**src/sv/fcv_pkg.sv**
```systemverilog
// shared types, constants and register codes of the centred fir convolution block
package fcv_pkg;

    // fixed field widths
    localparam int SAMPLE_BITS = 16;
    localparam int COEF_W      = 16;
    localparam int FILT_W      = 35;
    localparam int NUM_COEF    = 7;
    localparam int MAX_TAPS    = 7;
    localparam int TAP_W       = 3;
    localparam int RES_CNT_W   = 3;

    // configuration port
    localparam int CFG_IDX_W  = 4;
    localparam int CFG_DATA_W = 16;

    localparam logic [CFG_IDX_W-1:0] REG_TAP_COUNT = 4'd0;
    localparam logic [CFG_IDX_W-1:0] REG_COEF_0    = 4'd1;
    localparam logic [CFG_IDX_W-1:0] REG_COEF_LAST = 4'd7;

    localparam logic [TAP_W-1:0]         TAP_COUNT_RESET = 3'd1;
    localparam logic signed [COEF_W-1:0] COEF_0_RESET    = 16'sd8192;

    typedef struct packed {
        logic signed [SAMPLE_BITS-1:0] sample;
        logic                          final_sample;
    } t_in_word;

    typedef struct packed {
        logic signed [FILT_W-1:0] filtered;
        logic                     series_end;
        logic                     too_short;
    } t_out_word;

    // what the output sequencer needs to know about one input word
    typedef struct packed {
        logic [RES_CNT_W-1:0] res_cnt;
        logic                 use_dot;
        logic                 last_in;
        logic                 too_short;
    } t_seq_ctrl;

endpackage

```
**src/sv/fcv_out.sv**
```systemverilog
// product sum and output register with border flush sequencing
module fcv_out #(
    parameter int DEPTH = fcv_pkg::MAX_TAPS
) (
    input  logic                                i_clk,
    input  logic                                i_rst_n,
    input  logic                                i_s1_valid,
    input  logic signed [fcv_pkg::FILT_W-1:0]   i_prod [DEPTH],
    input  fcv_pkg::t_seq_ctrl                  i_ctrl,
    input  logic                                i_stall,
    output logic                                o_load,
    output logic                                o_valid,
    output fcv_pkg::t_out_word                  o_word
);

    localparam int FW  = fcv_pkg::FILT_W;
    localparam int RCW = fcv_pkg::RES_CNT_W;
    localparam logic [RCW-1:0] ONE = RCW'(1);

    logic signed [FW-1:0] sum;
    logic                 r_valid;
    logic [RCW-1:0]       r_left;
    logic                 r_last_in;
    logic                 r_ts;
    fcv_pkg::t_out_word   r_word;
    logic                 free;

    always_comb begin
        sum = '0;
        for (int t = 0; t < DEPTH; t++) begin
            sum = sum + i_prod[t];
        end
    end

    assign free   = !r_valid || (!i_stall && r_left == '0);
    assign o_load = free && i_s1_valid;

    always_ff @(posedge i_clk) begin
        if (!i_rst_n) begin
            r_valid <= 1'b0;
            r_left  <= '0;
        end else if (o_load) begin
            r_valid          <= 1'b1;
            r_left           <= i_ctrl.res_cnt - ONE;
            r_last_in        <= i_ctrl.last_in;
            r_ts             <= i_ctrl.too_short;
            r_word.filtered  <= i_ctrl.use_dot ? sum : '0;
            r_word.series_end <= i_ctrl.last_in && (i_ctrl.res_cnt == ONE);
            r_word.too_short <= i_ctrl.too_short && (i_ctrl.res_cnt == ONE);
        end else if (r_valid && !i_stall) begin
            if (r_left != '0) begin
                // trailing border words are zero
                r_left            <= r_left - ONE;
                r_word.filtered   <= '0;
                r_word.series_end <= r_last_in && (r_left == ONE);
                r_word.too_short  <= r_ts && (r_left == ONE);
            end else begin
                r_valid <= 1'b0;
            end
        end
    end

    assign o_valid = r_valid;
    assign o_word  = r_word;

endmodule

```
**config.mk**
```make
export PLATFORM = sky130hd
export DESIGN_NAME = fcv_out
export DESIGN_NICKNAME = d
export VERILOG_FILES = /design/src/sv/fcv_pkg.sv /design/src/sv/fcv_out.sv
export SDC_FILE = /design/constraint.sdc
export NUM_CORES = 1
export LEC_CHECK = 0
export BUFFER_PORTS_ARGS = -buffer_cell sky130_fd_sc_hd__buf_2
export CAP_MARGIN = 20
export CORE_ASPECT_RATIO = 1.25
export CORE_MARGIN = 10
export CORE_UTILIZATION = 45
export DETAILED_ROUTE_END_ITERATION = 6
export PLACE_DENSITY = 0.7
export RECOVER_POWER = 25
export SLEW_MARGIN = 20
export SYNTH_ARGS = -nofsm -noshare
export SYNTH_HDL_FRONTEND = slang
export SYNTH_SLANG_ARGS = --single-unit
```
**constraint.sdc**
```tcl
create_clock -name i_clk -period 5.55 [get_ports i_clk]
set_input_delay 1.11 -clock i_clk [delete_from_list [all_inputs] [get_ports i_clk]]
set_output_delay 1.11 -clock i_clk [all_outputs]
set_load 0.01 [all_outputs]
```
==> metrics.cfg <==
[status]
status=complete, no violations

[finish]
finalInstanceArea_sq_um=10460
drive_above_1_share=0.2378
finalNonFillerCells=1502
syn_to_final_growth_pct=23.14
num_antenna_cells=0
num-fill-cells=1755
layout.nets=1732

[critical_path]
path_class=primary input to register
cp_slowest_cell=fa_1
worstPathCellList=buf_2, fa_1, inv_1, fa_1, fa_1, inv_1, ha_1, ha_1, inv_1, fa_1, nand2b_1, a21oi_2, o211ai_1, a311oi_2, nor3_1, a2111o_1, o21ai_1
start_kind=primary input
r2r-start=r_left[0]$_SDFFE_PN0P_
arrival_ns=5.36
cpMostUsedCell=fa_1
reg2reg_depth=10
worstPathRequired_ns=5.69
crit_path_max_fanout=5
r2r-end=o_word[28]$_SDFFCE_PN0P_
reg2reg_slack_ns=3.25
worst_setup_path_end_kind=register
critPathMaxStageDelay_ns=0.53

[placed_design]
dp_cells=1493
routabilityCongestion=0.8729
dp_slack_ns=-0.01647
dpl_cell_area_sq_um=10320
hpwl_microns=18900
port-buffer-count=293

[clocking]
path_clk_slew_ns=0.06
cts_resized=0
cts_tree=done
ctsHtreeMaxLevel=2
ctsRootBufferMaster=clkbuf_16
post_cts_buffers=0
clkLatencyLatePin_ns=0.29
cts_buffer_depth=2
numCtsBuffers=5
postCtsHoldBufs=0
cts_sinks=43

[synth]
synthesis.area_sq_um=8496
synthCells=966
ys_warn_count=0
post_synth_num_cell_types=54
yosysTopAreaCell=fa_1
synth.top_cell.area_share=0.3935
synthFlopType=edfxtp_1
synth_async_sr_flop_share=0
synth.area.top_cells=fa_1 (39%), inv_1 (18%), edfxtp_1 (14%)
ys_seq_area_frac=0.1473
ys_ff_latch=43
synth-edff-count=39
syn_nets=1429
avgSynthCellArea_sq_um=8.795

[routing]
ant_nets=0
routed_wl_microns=20390
drc=0
routed_via_density=4.534
vias=6810
first_pass_iters=4
wire_per_inst_microns=13.57
drt_iter0_drc=235

[floorplan]
initial_core_util=0.4558
die_h_microns=173.6
die_x_microns=142.9
die_area_sq_um=24810
row_count=56
io-pin-count=294
coreArea_sq_um=18640

[pwr]
p_switching_mw=2.986
p_int_mw=2.723
combPwrFrac=0.864
p_leak_nw=5.999
switching_share=0.5230
p_per_area_nw_per_um2=545.8
peakVddDrop_v=0.0002631
p_seq_frac=0.084
clkPwrFrac=0.051

[global_route]
grt_use_total=0.1679
grt_max_degree=38
antenna_found_initial=1
grt.overflow.total=0
grt_pass1_vias=7767
grt_pass1_wl_microns=34550

[sta]
setup_ws_ns=0.3253
tightest_slew_ns=0.5924
maxSlewViolCount=0
max_clock_freq_mhz=191.4
rsz0062_at_grt=false
hold_viol=0
period_needed_ns=5.225
post-route-period-util=0.9414
maxSlewHeadroom=0.6041
setup_viol=0
finClkSkew_ns=0.005620

[min_path]
min_path_type=register to register
hold_depth=2
hold_start=r_left[1]$_SDFFE_PN0P_
min_to=r_left[1]$_SDFFE_PN0P_

[run]
drv_cap=0

-- how the worst max path moves through the flow --
stage | from | to | slack, ns | cells past startpoint
after floorplan | i_prod[115] | o_word[32]$_SDFFCE_PN0P_ | 0.41 | 16
final | i_prod[1] | o_word[29]$_SDFFCE_PN0P_ | 0.33 | 17
after global placement | i_prod[1] | o_word[33]$_SDFFCE_PN0P_ | -0.01 | 17
after CTS | i_prod[106] | o_word[33]$_SDFFCE_PN0P_ | 0.25 | 17
after global routing | i_prod[106] | o_word[25]$_SDFFCE_PN0P_ | 0.02 | 17
after detailed placement | i_prod[106] | o_word[33]$_SDFFCE_PN0P_ | -0.02 | 17
-- power groups by stage --
stage	Clock [mW]	Sequential, mW	Combinational [mW]
2_1_floorplan	0	0.517	3.60
3_3_place_gp	0	0.487	4.96
3_5_place_dp	0	0.489	4.98
4_1_cts	0.303	0.482	5.01
5_1_grt	0.317	0.489	5.64
6_report	0.294	0.482	4.93
-- placed cells by master (no fill, tap or decap), types with 2 or more instances in the layout --
master / instances
and3_1: 5
a21o_1: 18
ha_1: 41
clkbuf_16: 5
edfxtp_1: 39
a21oi_1: 41
nor3b_1: 2
nand2_1: 32
o21ai_1: 5
o21bai_1: 2
inv_1: 404
nor2b_1: 4
clkinvlp_4: 2
dfxtp_1: 4
nor3_1: 8
a31oi_1: 3
nor2_1: 38
fa_1: 167
clkbuf_1: 26
mux2i_1: 4
and2_1: 8
a22oi_1: 2
nand4_1: 9
nand3_1: 13
buf_2: 267
nand2b_1: 9
o21ai_0: 22
o211ai_1: 6
xnor2_1: 23
xor2_1: 12
buf_4: 16
o21a_1: 6
-- cell type report --
| cell class | instances | area, sq um | area share |
|---|---|---|---|
| Multi-Input combinational cell | 505 | 5677 | 0.5426 |
| Clock inverter | 3 | 20.02 | 0.001914 |
| Timing Repair Buffer | 310 | 1582 | 0.1512 |
| Tap cell | 232 | 290.3 | 0.02775 |
| Clock buffer | 5 | 125.1 | 0.01196 |
| Sequential cell | 43 | 1251 | 0.1196 |
| Inverter | 404 | 1516 | 0.1450 |
-- per-layer routing --
layer  up-vias  global-route usage  wire (microns)
li1       3391                   -               -
met1      3205              0.1791            7602
met2       201              0.3191           10880
met3        13             0.04852            1686
met4         0             0.02799             218
met5         -                   0               0
-- logic make-up (layout without fill, tap and decap cells) --
logic type               Yosys count  count (layout)  share of synthesized area
buffers and inverters            418             722                     0.1854
adder cells (fa/ha/maj)          208             208                     0.4539
AND/OR/NAND/NOR                  136             136                    0.07909
AO/OA/AOI/OAI                    122             122                    0.09352
flip-flops                        43              43                     0.1473
XOR/XNOR                          35              35                    0.03608
multiplexers                       4               4                   0.004713
-- cell usage after synthesis, drive strengths merged (5+ instances only) --
library cell	instances
a21o	18
a21oi	42
and2	9
and3	5
buf	6
clkbuf	8
edfxtp	39
fa	167
ha	41
inv	404
nand2	32
nand2b	9
nand3	13
nand4	9
nor2	39
nor3	9
o211ai	6
o21a	6
o21ai	28
xnor2	23
xor2	12
-- metrics by stage --
stage | hold WS [ns] | TNS (ns) | total power, mW | utilization
after floorplan | 0.4570 | 0 | 4.121 | -
after global placement | 0.4706 | -0.01394 | 5.443 | 0.5538
after detailed placement | 0.4784 | -0.01647 | 5.470 | 0.5538
after CTS | 0.4941 | 0 | 5.798 | 0.5616
after global routing | 0.5192 | 0 | 6.447 | 0.5613
final | 0.4889 | 0 | 5.709 | 0.5613
-- critical path: cells and delay by family --
family          cells  cell delay, ns
compound gates      5            1.29
fa+ha+maj           6            2.36
buf+inv             4            0.26
simple gates        2            0.33
-- flip-flops by register name, indices dropped and copies added (netlist names) --
name and cells:
o_word 37, r_left 3, o_valid 1, r_last_in 1, r_ts 1
Note: power is estimated with default switching activity, not from simulation.
