[src/sv/fcv_pkg.sv]
// shared types, constants and register codes of the centred fir convolution block
package fcv_pkg;

    // fixed field widths
    localparam int SAMPLE_BITS = 16;
    localparam int COEF_W      = 16;
    localparam int FILT_W      = 35;
    localparam int NUM_COEF    = 7;
    localparam int MAX_TAPS    = 7;
    localparam int TAP_W       = 3;
    localparam int RES_CNT_W   = 3;

    // configuration port
    localparam int CFG_IDX_W  = 4;
    localparam int CFG_DATA_W = 16;

    localparam logic [CFG_IDX_W-1:0] REG_TAP_COUNT = 4'd0;
    localparam logic [CFG_IDX_W-1:0] REG_COEF_0    = 4'd1;
    localparam logic [CFG_IDX_W-1:0] REG_COEF_LAST = 4'd7;

    localparam logic [TAP_W-1:0]         TAP_COUNT_RESET = 3'd1;
    localparam logic signed [COEF_W-1:0] COEF_0_RESET    = 16'sd8192;

    typedef struct packed {
        logic signed [SAMPLE_BITS-1:0] sample;
        logic                          final_sample;
    } t_in_word;

    typedef struct packed {
        logic signed [FILT_W-1:0] filtered;
        logic                     series_end;
        logic                     too_short;
    } t_out_word;

    // what the output sequencer needs to know about one input word
    typedef struct packed {
        logic [RES_CNT_W-1:0] res_cnt;
        logic                 use_dot;
        logic                 last_in;
        logic                 too_short;
    } t_seq_ctrl;

endpackage

[src/sv/fcv_cfg.sv]
// configuration registers: tap count and kernel coefficients
module fcv_cfg #(
    parameter int DEPTH = fcv_pkg::MAX_TAPS
) (
    input  logic                                i_clk,
    input  logic                                i_rst_n,
    input  logic                                i_cfg_we,
    input  logic [fcv_pkg::CFG_IDX_W-1:0]       i_cfg_idx,
    input  logic [fcv_pkg::CFG_DATA_W-1:0]      i_cfg_data,
    output logic [fcv_pkg::TAP_W-1:0]           o_taps,
    output logic signed [fcv_pkg::COEF_W-1:0]   o_coef [fcv_pkg::NUM_COEF]
);

    localparam int TW   = fcv_pkg::TAP_W;
    localparam int CW   = fcv_pkg::COEF_W;
    localparam int CI_W = $clog2(fcv_pkg::NUM_COEF);

    logic [TW-1:0]        r_tap_count;
    logic signed [CW-1:0] r_coef [fcv_pkg::NUM_COEF];
    logic [CI_W-1:0]      coef_sel;

    assign coef_sel = CI_W'(i_cfg_idx - fcv_pkg::REG_COEF_0);

    always_ff @(posedge i_clk) begin
        if (!i_rst_n) begin
            r_tap_count <= fcv_pkg::TAP_COUNT_RESET;
            for (int c = 0; c < fcv_pkg::NUM_COEF; c++) begin
                r_coef[c] <= '0;
            end
            r_coef[0] <= fcv_pkg::COEF_0_RESET;
        end else if (i_cfg_we) begin
            unique case (i_cfg_idx) inside
                fcv_pkg::REG_TAP_COUNT: begin
                    r_tap_count <= i_cfg_data[TW-1:0];
                end
                [fcv_pkg::REG_COEF_0:fcv_pkg::REG_COEF_LAST]: begin
                    r_coef[coef_sel] <= i_cfg_data[CW-1:0];
                end
                default: begin
                end
            endcase
        end
    end

    // zero taps act as one, more than the delay line holds is clipped
    always_comb begin
        if (r_tap_count == '0) begin
            o_taps = TW'(1);
        end else if (int'(r_tap_count) > DEPTH) begin
            o_taps = TW'(DEPTH);
        end else begin
            o_taps = r_tap_count;
        end
    end

    assign o_coef = r_coef;

endmodule

[config.mk]
export PLATFORM = sky130hd
export DESIGN_NAME = fcv_cfg
export DESIGN_NICKNAME = d
export VERILOG_FILES = /design/src/sv/fcv_pkg.sv /design/src/sv/fcv_cfg.sv
export SDC_FILE = /design/constraint.sdc
export NUM_CORES = 1
export LEC_CHECK = 0
export BUFFER_PORTS_ARGS = -buffer_cell sky130_fd_sc_hd__buf_2
export CAP_MARGIN = 20
export CORE_UTILIZATION = 52
export CTS_BUF_LIST = sky130_fd_sc_hd__clkbuf_8
export CTS_CLUSTER_SIZE = 25
export DETAILED_ROUTE_END_ITERATION = 12
export PLACE_DENSITY_LB_ADDON = 0.25
export SYNTH_ARGS = -nofsm -noshare
export SYNTH_HDL_FRONTEND = slang
export SYNTH_SLANG_ARGS = --single-unit
[constraint.sdc]
create_clock -name i_clk -period 2 [get_ports i_clk]
set_input_delay 0.2 -clock i_clk [delete_from_list [all_inputs] [get_ports i_clk]]
set_output_delay 0.2 -clock i_clk [all_outputs]
set_load 0.05 [all_outputs]
==> results of run 1 <==
==> where the power goes <==
group          leakage, nW  switching [mW]  internal, mW  total [mW]
sequential           0.928          0.0183          2.32        2.34
combinational         2.01           0.286         0.110       0.396
clock                0.212           0.970          1.22        2.19
==> registers in the layout, indices dropped and copies added, names as in the netlist <==
signal,count
o_coef,112
r_tap_count,3
==> per-stage QoR <==
stage / total power, mW / setup WS, ns / instance area [um^2] / cells / util (%)
2_1_floorplan: 2.67 / 0.347 / 4330 / 412 / -
3_3_place_gp: 2.78 / 0.229 / 5150 / 637 / 65.3
3_5_place_dp: 2.79 / 0.137 / 5150 / 637 / 65.3
4_1_cts: 4.95 / 0.578 / 5550 / 669 / 70.4
5_1_grt: 5.09 / 0.449 / 5550 / 669 / 70.4
6_report: 4.93 / 0.574 / 5550 / 669 / 70.4
==> Yosys cell counts, drive strengths merged <==
library cell	instances	area, um^2
ha	3	37.5
and4b	1	10.0
clkbuf	19	71.3
dfxtp	115	2300
o21bai	1	7.51
nand4	4	50.1
and3b	1	8.76
mux2i	115	1150
xnor2	1	8.76
xor2	1	8.76
nor4bb	1	10.0
nand2	128	480
and4	1	10.0
nand4b	2	17.5
nor3b	1	7.51
nor2b	4	25.0
buf	11	110
or3b	1	8.76
inv	2	7.51
==> worst paths after layout <==
path | startpoint | endpoint | cells after the start | slack, ns
worst max register to register | o_coef[92] | o_coef[92] | 2 | 1.34
worst max-delay path | i_cfg_idx[0] | o_coef[73] | 7 | 0.57
worst min-delay path | i_cfg_data[0] | r_tap_count[0] | 3 | 0.02
worst min register to register | o_coef[16] | o_coef[16] | 2 | 0.46
==> logic make-up after synthesis <==
| group | Yosys count |
|---|---|
| compound gates | 1 |
| xor+xnor | 2 |
| fa+ha+maj | 3 |
| buf+inv | 32 |
| flops | 115 |
| mux | 115 |
| simple gates | 144 |
==> critical path, delay by kind of cell <==
kind / cells / cell delay (ns)
AND/OR/NAND/NOR: 2 / 0.72
adder cells (fa/ha/maj): 1 / 0.21
buffers and inverters: 3 / 0.42
multiplexers: 1 / 0.21
==> cells in the final DEF (no fill, tap or decap), types with 2 or more instances in the layout <==
master / count
nand4b_1: 2
nand2_1: 128
clkinv_4: 5
nor2b_1: 4
buf_2: 136
nand4_2: 4
ha_1: 3
mux2i_1: 115
dfxtp_1: 115
inv_1: 4
buf_4: 12
bufinv_16: 3
clkinv_2: 4
clkbuf_8: 17
buf_12: 5
==> cell type report <==
cell class                 count  area share (%)
clock inverter                15            3.04
tap                          102            2.30
multi-input combinational    265            33.2
sequential                   115            41.5
inverter                       2           0.135
timing repair buffer         153            15.7
clock buffer                  17            4.21
==> routing by layer <==
metal	share of wire, %	vias to the layer above	GRT usage (%)
met2	47	108	40.0
met3	5.6	26	7.32
li1	-	1654	-
met1	45	1666	32.7
met4	2.3	0	12.3
met5	0	-	0
==> reports/qor.yml, run 1 <==
worst_setup_path:
  worstPathRequired_ns: 2.34
  arrival_ns: 1.77
  worst_path_largest_cell_delay_ns: 0.51
  path_class: "in2reg"
  worstPathCellList: "buf_2 > inv_1 > ha_1 > or3b_1 > nand4b_1 > buf_4 > mux2i_1"
  cp-end-kind: "flip-flop"
  crit_path_start_kind: "input pin"
  cp_max_fo: 8
  cp_slowest_cell: "or3b_1"
clocking:
  clock_latency_ns: 0.42
  cts_max_level: 4
  clk_pin_slew_ns: 0.07
  ctsResizeCount: 0
  cts_buffers: 17
  cts_hold_buf: 0
  cts_tree: "built"
  cts_setup_buffers: 0
  cts.sinks: 115
  cts_buffer_depth: 2
  root_buffer: "clkbuf_8"
yosys:
  synthXorXnorAreaFrac_pct: 0.404
  synth_top_family_by_area: "multiplexers"
  synth_compound_area_share_pct: 0.173
  muxShareOfSynthArea_pct: 26.6
  synthAdderAreaFrac_pct: 0.866
  avgSynthCellArea_um2: 10.5
  syn_nets: 438
  yosys_warnings: 0
  yosys.area_share.simple_pct: 14.5
  syn_area_um2: 4330
  ys_ff_latch: 115
  syn_inst: 412
  ys_seq_area_share_pct: 53.1
  netlist-cell-type-count: 21
finish:
  drive_above_1_share_pct: 33.2
  final_nets: 580
  n_fill_cell: 617
  syn2layout_area_growth_pct: 28.2
  n_antenna_cell: 0
  multi_input_area_um2: 1840
  seqCellArea_um2: 2300
place:
  io_buffers: 137
  dp_hpwl_um: 7330
  place_congestion: 0.767
die:
  initial_core_util_pct: 54.9
  dieWidth_um: 93.3
  num_rows: 32
  fp.dieH_um: 93.3
  core_area_um2: 7890
  num_io_pins: 138
  die-area_um2: 8700
route:
  drt_pass1_iterations: 4
  wl_per_cell_um: 15.7
  drc: 0
  vias: 3454
  drt_iter0_drc: 94
  drt-total-wl_um: 10500
  postRouteAntennaNets: 0
  viasPerCell: 5.16
sta:
  fin_crit_sh_pct: 71.3
  hold_viol_final: 0
  skew_ns: 0
  rsz0062_at_grt: "false"
  relSlewSlack_pct: 66.3
  hold_ws_ns: 0.0210
  setup_tns_ns: 0
  fmax_mhz: 701
  max_slew.worst_pin.slew_ns: 0.506
  drv_slew: 0
  min_period_ns: 1.43
  finalSetupViolations: 0
power:
  ir_worst_vdd_v: 0.000598
  p_per_area_nw_per_um2: 888
  p_leak_nw: 3.15
global_route:
  antenna_found_initial: 0
  grt_pass1_wl_um: 16800
  overflow: 0
  grt_max_degree: 54
  grt_pass1_vias: 3371
  grt_usage_pct: 25.7
hold_path:
  hold_path_class: "in2reg"
run_status:
  status: "complete, no violations"
job:
  max_cap_violations: 0
(Power assumes the default switching activity.)
==> run 2, diff against run 1 <==
==> constraint.sdc (replaced) <==
create_clock -name i_clk -period 1.45 [get_ports i_clk]
set_input_delay 0.145 -clock i_clk [delete_from_list [all_inputs] [get_ports i_clk]]
set_output_delay 0.145 -clock i_clk [all_outputs]
set_load 0.05 [all_outputs]
==> run 2 against run 1 <==
Against the previous run: global-route usage shrank 0.34 points; cell area grew 4.4%; utilization grew 3.1 points; register-to-register slack lost 0.55 ns; critical path depth grew 1; count of clock-buffer cells in the layout grew 3; critical path type unchanged; critical endpoint is now o_coef[47]; largest power group is now the clock network.
==> reports/qor.yml, run 2 (same netlist as run 1, synthesis figures left out) <==
worst_setup_path:
  cp-startpoint: "i_cfg_idx[1]"
  arrival_ns: 1.67
  worstPathRequired_ns: 1.79
  cp_slowest_cell: "or3b_1"
  worstPathCellList: "buf_2 > inv_16 > ha_2 > or3b_1 > buf_4 > nand4_2 > buf_12 > mux2i_1"
  path_class: "in2reg"
  cp_max_fo: 16
  worst_path_largest_cell_delay_ns: 0.49
  crit_path_start_kind: "input pin"
  cp-end-kind: "flip-flop"
  reg2reg_from: "o_coef[19]"
sta:
  hold_viol_final: 0
  finalSetupViolations: 0
  min_period_ns: 1.33
  fmax_mhz: 752
  setup_slack_ns: 0.121
  fin_crit_sh_pct: 91.6
  relSlewSlack_pct: 77.2
  hold_ws_ns: 0.0269
  drv_slew: 0
  max_slew.worst_pin.slew_ns: 0.342
  rsz0062_at_grt: "false"
  skew_ns: 0
route:
  viasPerCell: 5.10
  drt_iter0_drc: 87
  vias: 3463
  drc: 0
  wl_per_cell_um: 15.4
  drt_pass1_iterations: 4
  postRouteAntennaNets: 0
  drt-total-wl_um: 10500
clocking:
  cts_buffer_depth: 2
  cts_max_level: 4
  cts.sinks: 115
  clk_pin_slew_ns: 0.07
  cts_tree: "built"
  cts_setup_buffers: 0
  cts_buffers: 17
  clock_latency_ns: 0.41
  root_buffer: "clkbuf_8"
job:
  max_cap_violations: 0
finish:
  drive_above_1_share_pct: 34.8
  largest_register_ffs: 112
  seqCellArea_um2: 2300
  most-common-layout-cells: "buf_2, nand2_1, mux2i_1, dfxtp_1, clkbuf_8"
  final_common_cell: "buf_2"
  multi_input_area_um2: 1860
  final_nets: 590
  postLayoutCoreUtil_pct: 73.5
  syn2layout_area_growth_pct: 33.8
  n_fill_cell: 573
  n_antenna_cell: 0
hold_path:
  hold_path_class: "in2reg"
  min_from: "i_cfg_data[1]"
global_route:
  grt_pass1_wl_um: 16800
  grt_pass1_vias: 3422
  antenna_found_initial: 0
  overflow: 0
  grt_max_degree: 33
  grt_usage_pct: 25.3
run_status:
  status: "complete, no violations"
die:
  initial_core_util_pct: 54.9
  core_area_um2: 7890
  dieWidth_um: 93.3
  num_io_pins: 138
  die-area_um2: 8700
  fp.dieH_um: 93.3
  num_rows: 32
power:
  ir_worst_vdd_v: 0.000883
  p_per_area_nw_per_um2: 1260
  p_leak_nw: 3.25
place:
  dp_hpwl_um: 7390
  place_congestion: 0.845
  pre_cts_ws_ns: -0.314
  io_buffers: 137
## run 2: cell types whose count changed in the layout (fill, tap and decap cells not counted)
cell           change
dlygate4sd3_1      +3
clkinv_2           -2
bufinv_16          +2
ha_1               -2
inv_1              -4
inv_16             +1
inv_6              +1
clkinv_4           -1
clkbuf_8           +3
buf_12             +4
ha_2               +1
buf_4              +3
ha_4               +1
## run 2: power breakdown
group	switching [mW]	internal [mW]
clock	1.30	2.19
sequential	0.0253	3.21
combinational	0.408	0.187
## run 2: metal layers
layer / vias to the layer above / global-route usage (%) / wire length, um
met1: 1665 / 32.6 / 4820
met5: - / 0 / 0
li1: 1676 / - / -
met2: 106 / 40.3 / 4860
met3: 16 / 8.13 / 636
met4: 0 / 8.21 / 158
## run 2: worst paths after layout
| kind | slack [ns] | end | depth (start not counted) |
|---|---|---|---|
| worst max register to register | 0.79 | o_coef[19] | 2 |
| worst min register to register | 0.46 | o_coef[53] | 2 |
| worst max-delay path | 0.12 | o_coef[47] | 8 |
| worst min-delay path | 0.03 | r_tap_count[1] | 3 |
## run 2: layout make-up
cell class / count / share of cell area [%]
clock inverter: 12 / 3.50
tap: 102 / 2.20
multi-input combinational: 265 / 32.0
inverter: 2 / 0.496
timing repair buffer: 163 / 17.3
clock buffer: 20 / 4.75
sequential: 115 / 39.7
## run 2: worst max-delay path: cells and delay by family
| kind | cells | cell delay (ns) |
|---|---|---|
| buf+inv | 4 | 0.60 |
| fa+ha+maj | 1 | 0.15 |
| mux | 1 | 0.19 |
| simple gates | 2 | 0.58 |
## run 2: repair_timing
item / in CTS / in global routing
endpoints found under the hold margin: 3 / 0
hold buffers: 3 / 0
gates resized for setup: 0 / 0
## run 2: through the flow
stage	setup TNS, ns	area (um^2)	instances	power (mW)
5_1_grt	0	5800	679	7.57
2_1_floorplan	-0.321	4380	412	3.70
3_5_place_dp	-25.63	5290	644	3.89
3_3_place_gp	-21.60	5290	644	3.88
6_report	0	5800	679	7.32
4_1_cts	0	5800	679	7.35
